File: src/rtl/stup_pkg.sv
`timescale 1ns / 1ps

package stup_pkg;

    // Parse phase of the current string
    typedef enum logic [2:0] {
        PH_IDLE,
        PH_LEAD,
        PH_PREFIX,
        PH_ZERO,
        PH_DIGITS,
        PH_DONE
    } stup_phase_t;

    // Narrow control state carried between the step logic and the state registers
    typedef struct packed {
        stup_phase_t phase;
        logic        negative;
        logic [5:0]  base;
    } stup_ctl_t;

    // Character codes
    localparam logic [7:0] CH_NUL   = 8'h00;
    localparam logic [7:0] CH_TAB   = 8'h09;
    localparam logic [7:0] CH_LF    = 8'h0A;
    localparam logic [7:0] CH_SPACE = 8'h20;
    localparam logic [7:0] CH_PLUS  = 8'h2B;
    localparam logic [7:0] CH_MINUS = 8'h2D;
    localparam logic [7:0] CH_0     = 8'h30;
    localparam logic [7:0] CH_9     = 8'h39;
    localparam logic [7:0] CH_UA    = 8'h41;
    localparam logic [7:0] CH_UX    = 8'h58;
    localparam logic [7:0] CH_UZ    = 8'h5A;
    localparam logic [7:0] CH_LA    = 8'h61;
    localparam logic [7:0] CH_LX    = 8'h78;
    localparam logic [7:0] CH_LZ    = 8'h7A;

    // Radix values
    localparam logic [5:0] BASE_AUTO = 6'd0;
    localparam logic [5:0] BASE_OCT  = 6'd8;
    localparam logic [5:0] BASE_DEC  = 6'd10;
    localparam logic [5:0] BASE_HEX  = 6'd16;

    // Configuration register indexes
    localparam logic REG_NUMBER_BASE = 1'b0;

endpackage

File: src/rtl/stup_step.sv
`timescale 1ns / 1ps

module stup_step #(
    parameter int OFFSET_BITS = 16
) (
    input  logic [7:0]              ch,
    input  logic                    first,
    input  logic [5:0]              cfg_base,
    input  stup_pkg::stup_ctl_t     ctl,
    input  logic [63:0]             acc,
    input  logic [OFFSET_BITS-1:0]  consumed,
    output stup_pkg::stup_ctl_t     ctl_next,
    output logic [63:0]             acc_next,
    output logic [OFFSET_BITS-1:0]  consumed_next,
    output logic                    emit,
    output logic [63:0]             value,
    output logic [OFFSET_BITS-1:0]  end_offset
);
    import stup_pkg::*;

    localparam logic [OFFSET_BITS-1:0] CNT_MAX = {OFFSET_BITS{1'b1}};

    stup_ctl_t              cur_ctl;
    logic [63:0]            cur_acc;
    logic [OFFSET_BITS-1:0] cur_cnt;
    logic [OFFSET_BITS-1:0] cnt_inc;
    logic                   is_digit;
    logic [5:0]             dig_val;
    logic                   do_digit;
    logic [5:0]             eff_base;
    logic [63:0]            product;

    // Restart on a first-flagged word
    always_comb
    begin
        if (first)
        begin
            cur_ctl.phase    = PH_LEAD;
            cur_ctl.negative = 1'b0;
            cur_ctl.base     = cfg_base;
            cur_acc          = 64'd0;
            cur_cnt          = '0;
        end
        else
        begin
            cur_ctl = ctl;
            cur_acc = acc;
            cur_cnt = consumed;
        end
    end

    // Saturating count of consumed characters
    assign cnt_inc = (cur_cnt == CNT_MAX) ? cur_cnt : cur_cnt + OFFSET_BITS'(1);

    // Decode the digit value, letters from ten up
    always_comb
    begin
        is_digit = 1'b1;
        dig_val  = 6'd0;
        if (ch >= CH_0 && ch <= CH_9)
        begin
            dig_val = 6'(ch - CH_0);
        end
        else if (ch >= CH_LA && ch <= CH_LZ)
        begin
            dig_val = 6'(ch - CH_LA) + 6'd10;
        end
        else if (ch >= CH_UA && ch <= CH_UZ)
        begin
            dig_val = 6'(ch - CH_UA) + 6'd10;
        end
        else
        begin
            is_digit = 1'b0;
        end
    end

    // Walk the phase and pick whether this word is a digit step
    always_comb
    begin
        ctl_next      = cur_ctl;
        consumed_next = cur_cnt;
        do_digit      = 1'b0;
        eff_base      = cur_ctl.base;
        unique case (cur_ctl.phase)
            PH_LEAD, PH_PREFIX:
            begin
                if (cur_ctl.phase == PH_LEAD &&
                    (ch == CH_SPACE || ch == CH_TAB || ch == CH_LF))
                begin
                    consumed_next = cnt_inc;
                end
                else if (cur_ctl.phase == PH_LEAD && (ch == CH_PLUS || ch == CH_MINUS))
                begin
                    ctl_next.negative = (ch == CH_MINUS);
                    ctl_next.phase    = PH_PREFIX;
                    consumed_next     = cnt_inc;
                end
                else if (cur_ctl.base == BASE_AUTO)
                begin
                    if (ch == CH_0)
                    begin
                        ctl_next.base  = BASE_OCT;
                        ctl_next.phase = PH_ZERO;
                        consumed_next  = cnt_inc;
                    end
                    else
                    begin
                        ctl_next.base = BASE_DEC;
                        eff_base      = BASE_DEC;
                        do_digit      = 1'b1;
                    end
                end
                else if (cur_ctl.base == BASE_HEX && ch == CH_0)
                begin
                    ctl_next.phase = PH_ZERO;
                    consumed_next  = cnt_inc;
                end
                else
                begin
                    do_digit = 1'b1;
                end
            end
            PH_ZERO:
            begin
                if (ch == CH_LX || ch == CH_UX)
                begin
                    ctl_next.base  = BASE_HEX;
                    ctl_next.phase = PH_DIGITS;
                    consumed_next  = cnt_inc;
                end
                else
                begin
                    do_digit = 1'b1;
                end
            end
            PH_DIGITS:
            begin
                do_digit = 1'b1;
            end
            default:
            begin
                ctl_next = cur_ctl;
            end
        endcase

        // Take the digit, or stop and report
        emit     = 1'b0;
        acc_next = cur_acc;
        if (do_digit)
        begin
            if (is_digit && dig_val < eff_base)
            begin
                acc_next       = product;
                consumed_next  = cnt_inc;
                ctl_next.phase = PH_DIGITS;
            end
            else
            begin
                emit           = 1'b1;
                ctl_next.phase = PH_DONE;
            end
        end
    end

    // Multiply-accumulate by the radix, wrapping at 64 bits
    assign product = cur_acc * 64'(eff_base) + 64'(dig_val);

    // Result payload
    assign value      = cur_ctl.negative ? (64'd0 - cur_acc) : cur_acc;
    assign end_offset = cur_cnt;

endmodule

File: src/rtl/string_to_unsigned_parser.sv
`timescale 1ns / 1ps

// Streaming unsigned-integer parser. One character enters per word on the
// s_ side; a word with tuser set starts a new string. Leading space, tab and
// newline are skipped, one sign is taken, then digits in the radix latched
// from number_base at the start of the string (0 auto-detects 0x hex, 0
// octal, else decimal; 16 also skips 0x). At the first non-digit one result
// word carries the value (mod 2^64, negated for '-') and the count of
// characters consumed, saturating. The block takes one character per cycle
// unless a full result register that is not taken stalls the input; the
// stopping character passes the input register and the 64-bit by 6-bit
// multiply-accumulate digit step before the result register presents it.
module string_to_unsigned_parser #(
    parameter int OFFSET_BITS = 16,
    parameter int TDATA_W     = ((64 + OFFSET_BITS + 7) / 8) * 8
) (
    input  logic               clk,
    input  logic               rst_n,
    // Input characters
    input  logic               s_tvalid,
    output logic               s_tready,
    input  logic [7:0]         s_tdata,   // [7:0] ch
    input  logic               s_tuser,   // [0] first
    // Results
    output logic               m_tvalid,
    input  logic               m_tready,
    output logic [TDATA_W-1:0] m_tdata,   // [63:0] value, then end_offset
    // Configuration
    input  logic               psel,
    input  logic               penable,
    input  logic               pwrite,
    input  logic [2:0]         paddr,
    input  logic [31:0]        pwdata,
    output logic [31:0]        prdata,
    output logic               pready
);
    import stup_pkg::*;

    logic                   in_valid_reg;
    logic [7:0]             ch_reg;
    logic                   first_reg;
    logic                   advance;

    logic [5:0]             number_base_reg;
    stup_ctl_t              ctl_reg;
    logic [63:0]            acc_reg;
    logic [OFFSET_BITS-1:0] consumed_reg;

    stup_ctl_t              ctl_next;
    logic [63:0]            acc_next;
    logic [OFFSET_BITS-1:0] consumed_next;
    logic                   emit;
    logic [63:0]            value_next;
    logic [OFFSET_BITS-1:0] end_offset_next;

    logic                   out_valid_reg;
    logic [63:0]            value_reg;
    logic [OFFSET_BITS-1:0] end_offset_reg;

    // Pipeline control: step when the result register can take a word
    assign advance  = in_valid_reg && (!out_valid_reg || m_tready);
    assign s_tready = !in_valid_reg || advance;

    // Configuration port
    assign pready = 1'b1;
    assign prdata = (paddr[2] == REG_NUMBER_BASE) ? {26'd0, number_base_reg} : 32'd0;

    stup_step #(
        .OFFSET_BITS (OFFSET_BITS)
    ) u_step (
        .ch            (ch_reg),
        .first         (first_reg),
        .cfg_base      (number_base_reg),
        .ctl           (ctl_reg),
        .acc           (acc_reg),
        .consumed      (consumed_reg),
        .ctl_next      (ctl_next),
        .acc_next      (acc_next),
        .consumed_next (consumed_next),
        .emit          (emit),
        .value         (value_next),
        .end_offset    (end_offset_next)
    );

    // Hold configuration, control state, input valid and result valid
    always_ff @(posedge clk or negedge rst_n)
    begin
        if (!rst_n)
        begin
            number_base_reg  <= BASE_AUTO;
            in_valid_reg     <= 1'b0;
            out_valid_reg    <= 1'b0;
            ctl_reg.phase    <= PH_IDLE;
            ctl_reg.negative <= 1'b0;
            ctl_reg.base     <= BASE_AUTO;
            acc_reg          <= 64'd0;
            consumed_reg     <= '0;
        end
        else
        begin
            if (psel && penable && pwrite && paddr[2] == REG_NUMBER_BASE)
            begin
                number_base_reg <= pwdata[5:0];
            end
            if (s_tvalid && s_tready)
            begin
                in_valid_reg <= 1'b1;
            end
            else if (advance)
            begin
                in_valid_reg <= 1'b0;
            end
            if (advance)
            begin
                ctl_reg      <= ctl_next;
                acc_reg      <= acc_next;
                consumed_reg <= consumed_next;
            end
            if (advance && emit)
            begin
                out_valid_reg <= 1'b1;
            end
            else if (m_tready)
            begin
                out_valid_reg <= 1'b0;
            end
        end
    end

    // Capture input and result payload
    always_ff @(posedge clk)
    begin
        if (s_tvalid && s_tready)
        begin
            ch_reg    <= s_tdata;
            first_reg <= s_tuser;
        end
        if (advance && emit)
        begin
            value_reg      <= value_next;
            end_offset_reg <= end_offset_next;
        end
    end

    assign m_tvalid = out_valid_reg;
    assign m_tdata  = TDATA_W'({end_offset_reg, value_reg});

`ifndef SYNTHESIS
    // An empty input register always takes a word
    a_ready_when_empty: assert property (@(posedge clk) disable iff (!rst_n)
        !in_valid_reg |-> s_tready)
        else $error("input register empty but not ready");

    // A new result comes only from a step of the parser
    a_result_from_step: assert property (@(posedge clk) disable iff (!rst_n)
        $rose(out_valid_reg) |-> $past(advance) && $past(emit))
        else $error("result appeared without a step");

    // Sign is only taken on leaving the lead phase
    a_lead_positive: assert property (@(posedge clk) disable iff (!rst_n)
        ctl_reg.phase == PH_LEAD |-> !ctl_reg.negative)
        else $error("sign set during lead phase");

    // After a leading zero the radix is octal or hex
    a_zero_base: assert property (@(posedge clk) disable iff (!rst_n)
        ctl_reg.phase == PH_ZERO |-> (ctl_reg.base == BASE_OCT || ctl_reg.base == BASE_HEX))
        else $error("bad radix after leading zero");

    // Digits only accumulate with a resolved radix
    a_digits_base: assert property (@(posedge clk) disable iff (!rst_n)
        ctl_reg.phase == PH_DIGITS |-> ctl_reg.base != BASE_AUTO)
        else $error("digits taken with auto radix");
`endif

endmodule
File: config.mk
export PLATFORM = sky130hd
export DESIGN_NAME = string_to_unsigned_parser
export DESIGN_NICKNAME = d
export VERILOG_FILES = /design/src/rtl/stup_pkg.sv /design/src/rtl/stup_step.sv /design/src/rtl/string_to_unsigned_parser.sv
export SDC_FILE = /design/constraint.sdc
export NUM_CORES = 1
export LEC_CHECK = 0
export ABC_AREA = 1
export BUFFER_PORTS_ARGS = -buffer_cell sky130_fd_sc_hd__buf_2
export CELL_PAD_IN_SITES_DETAIL_PLACEMENT = 0
export CELL_PAD_IN_SITES_GLOBAL_PLACEMENT = 1
export CORE_UTILIZATION = 42
export CTS_BUF_LIST = sky130_fd_sc_hd__clkbuf_8
export DETAILED_ROUTE_END_ITERATION = 10
export PLACE_DENSITY = 0.86
export SKIP_LAST_GASP = 1
export SYNTH_ARGS = -nofsm -noshare
export SYNTH_HDL_FRONTEND = slang
export SYNTH_HIERARCHICAL = 1
export SYNTH_SLANG_ARGS = --single-unit
File: constraint.sdc
create_clock -name clk -period 6.2 [get_ports clk]
set_input_delay 0 -clock clk [delete_from_list [all_inputs] [get_ports clk]]
set_output_delay 0 -clock clk [all_outputs]
set_load 0.02 [all_outputs]
==> results <==
- The run finished with clean final reports.
- The total wirelength of the detailed-routed design is 85.7 mm.
- The count of routing violations after the opening detailed-route iteration is 2033.
- The most used flip-flop cell after synthesis is dfrtp_1.
- The worst ir drop on vdd is 0.180 mV.
- The share of the Yosys chip area taken by registers is 21.0%.
- The synthesis-stage register bit count is 187.
- The final weighted congestion in routability-driven placement is 0.960.
- The count of buffering cells on the critical path with inverters included is 8.
- The reg2reg setup slack is 0.20 ns.
- The number of pins with negative max-slew slack in the final report is 0.
- Counting stages on the worst path, the most repeated cell is nand2_1.
- The number of H-tree levels is 4.
- The average wire per cell in the routed design is 18.8 um.
- The final setup violation count is 0.
- Measured along the x axis, the die boundary spans 243 um.
- For this configuration, the core starts out at a cell density of 42.8%.
- The root buffer cell is clkbuf_8.
- The class of the tightest hold or removal check is input pin to asynchronous set/reset pin.
- The endpoint of the worst-slack reg-to-reg timing path is acc_reg[48].
- The worst-skew pair later-pin latency is 0.56 ns.
- The aggregate global routing overflow is 0.
- STA puts the critical path data required time at 6.69 ns.
- The number of enable flip-flop cells after synthesis is 89.
- The netlist area before placement is 0.0244 sq mm.
- The number of distinct library cells after synthesis is 58.
- Sorting the synthesized cells by area gives the leading types as fa_1 (20%), nand2_1 (13%), edfxtp_1 (11%).
- For this run, the total global-route usage over all layers was measured as 28.7%.
- The average instance area after synthesis is 7.19 sq um.
- The number of warnings printed during yosys synthesis is 6.
- The TritonCTS clock tree is built.
- The ratio of total power to cell area is 263 mW/mm^2.
- The first-pass GRT wire length is 133 mm.
- The worst setup path is captured at a register.
- The worst setup path is launched from a register.
- The relative slew slack is 24.4%.
- The area growth from synthesis to layout is 24.6%.
- The number of buffers on the longest clock path is 2.
- The cell family with the largest share of critical-path delay is adder cells.
- The cell count after synthesis is 3394.
- The via count of the first global-routing pass was 23700.
- The count of endpoints failing hold in the final timing report came to 0.
- The tool flagged a number of max-cap violations equal to 0.
- The total cell area at the placement stage is 0.0277 sq mm.
- Across all layers, the routed design uses 24200 vias.
- Adding up every negative setup slack in the final design gives 0 ns.
- For this run, the top clock speed supported by timing is 167 MHz.
- The y dimension of the die is 243 um.
- The number of remaining DRC errors is 0.
- Of all nets on the critical path, the largest fanout is 7.
- The depth of the worst register-to-register path is 35.
- The start of the worst register-to-register path is first_reg.
- The final critical path time including I/O delays and setup is 6.00 ns.
- The share of the synthesized area in the top cell type is 19.7%.
- The net count of the finished layout is 4214.
- The share of the clock period used by the worst path is 96.8%.
- The setup clock skew after layout is 0.0349 ns.
- In the final layout, the share of cells above drive strength 1 is 23.0%.
- Summed over all cells, the static leakage comes to 16.1 nW.
- The port buffer count is 110.
- The half-perimeter wire length after detailed placement is 64.8 mm.
- The synthesized design spends more area on one cell type than any other, namely fa_1.
- At the pin with the least slew margin, the transition time is 1.13 ns.
- Once layout is done, the placed cells without fillers occupy 0.0304 sq mm.
- The path type of the worst setup path is register to register.
- The number of antenna violations at the first check in global routing is 1.
- For the worst setup path, the data arrival time is 6.49 ns.
- The slowest stage of the critical path is the fa_1 cell.
- The final antenna-violating net count is 0.
- The number of buffers created by CTS is 17.
- The area of the die is 0.0590 sq mm.
- The clock drives 187 sinks.
- The placeable core region is 0.0569 sq mm.
- The average vias per placed instance is 5.32.
- After clock tree synthesis, the clock-pin slew on the worst setup and hold paths is 0.14 ns.
- After synthesis, the share of flip-flops with an asynchronous set or reset is 52.4%.
- The number of cell rows is 87.
- The first detailed-routing pass ran for 7 iterations.
- The pin count of the biggest net entering global routing is 83.
- Setup repair after global routing could not meet its margin everywhere.
- The delay of the slowest cell on the worst path is 0.53 ns.
- Pin placement for this block handled 166 I/O pins.
-- routing by layer --
layer	track usage, %	wire, um
met3	4.87	7120
met5	0	0
met4	9.06	2610
met2	46.1	39700
met1	39.3	36200
-- synth_stat cells (35+ instances only) --
| master | n |
|---|---|
| nand2_1 | 815 |
| nor2_1 | 543 |
| inv_1 | 472 |
| fa_1 | 240 |
| o21ai_0 | 204 |
| nand3_1 | 203 |
| ha_1 | 145 |
| a21oi_1 | 107 |
| dfrtp_1 | 98 |
| edfxtp_1 | 89 |
| xor2_1 | 64 |
| buf_2 | 47 |
| clkbuf_1 | 38 |
| buf_4 | 35 |
-- kinds of logic (layout without fill, tap and decap cells) --
logic type | after synthesis | after routing | synth area share [%]
fa+ha+maj | 385 | 385 | 27.1
other cells | 2 | 28 | 0.0308
simple gates | 1684 | 1684 | 28.4
mux | 8 | 8 | 0.359
flops | 187 | 187 | 21.0
compound gates | 407 | 407 | 9.17
xor+xnor | 90 | 90 | 3.23
buf+inv | 631 | 1003 | 10.7
-- through the flow --
stage | power [W] | util (%) | hold WS, ns | std cells | worst slack [ns]
2_1_floorplan | 0.00483 | - | -0.296 | 3419 | 0.211
3_3_place_gp | 0.00650 | 48.7 | 0.130 | 4464 | -0.471
3_5_place_dp | 0.00652 | 48.7 | 0.122 | 4464 | -0.493
4_1_cts | 0.00748 | 50.2 | 0.0608 | 4532 | -0.0527
5_1_grt | 0.00855 | 53.4 | 0.0976 | 4548 | -0.0750
6_report | 0.00800 | 53.4 | 0.0643 | 4548 | 0.201
-- cell type report --
type                    count  area, sq um
fillers                  5442        26500
multi-input cells        2601        18500
clock inverters            14          153
clock buffers              18          248
inverters                 497         1880
repair buffers            474         3530
diodes                      1         2.50
well taps                 756          946
flip-flops and latches    187         5130
-- worst max-delay path by stage --
stage	start	endpoint	slack, ns	cells after the start
after floorplan	first_reg	acc_reg[56]	0.21	34
after global placement	ch_reg[1]	acc_reg[60]	-0.47	37
after detailed placement	ch_reg[1]	acc_reg[60]	-0.49	37
after CTS	first_reg	acc_reg[20]	-0.05	36
after global routing	first_reg	acc_reg[57]	-0.07	36
final	first_reg	acc_reg[48]	0.20	35
-- where the power goes --
| part | switching (W) | total (W) | leakage (nW) | internal (W) |
|---|---|---|---|---|
| logic | 0.00338 | 0.00522 | 13.7 | 0.00184 |
| clock network | 0.000576 | 0.000889 | 0.197 | 0.000313 |
| registers | 0.000205 | 0.00188 | 2.17 | 0.00168 |
-- layout by cell type (no fill, tap or decap), drive strengths merged, types with 4 or more instances in the layout --
cell type / instances
nor3: 37
o22ai: 13
mux2: 6
o21ai: 213
xnor2: 26
nand4: 17
a21o: 9
a21oi: 109
o21a: 4
xor2: 64
ha: 145
nor2: 556
nand3: 205
o211ai: 8
or2: 4
conb: 27
a31oi: 18
fa: 240
buf: 440
dlygate4sd3: 32
nand3b: 4
clkbuf: 20
inv: 500
a21boi: 9
nand2: 845
edfxtp: 89
nor4: 13
dfrtp: 98
o21bai: 11
clkinv: 9
-- worst reg2reg max path: cells and delay by family, from the launching register on --
kind                     cells  cell delay [ns]
AND/OR/NAND/NOR             18             1.74
adder cells (fa/ha/maj)      5             2.37
XOR/XNOR                     1             0.15
AO/OA/AOI/OAI                3             0.47
flip-flops                   1             0.40
buffers and inverters        8             0.82
-- repair_timing --
item,4_1_cts,5_1_grt
hold buffers,32,0
resized for setup,35,363
cloned,0,2
endpoints found under the setup margin,43,51
pin swaps,4,118
setup buffers,4,16
endpoints found under the hold margin,72,0
(Power assumes the default switching activity.)
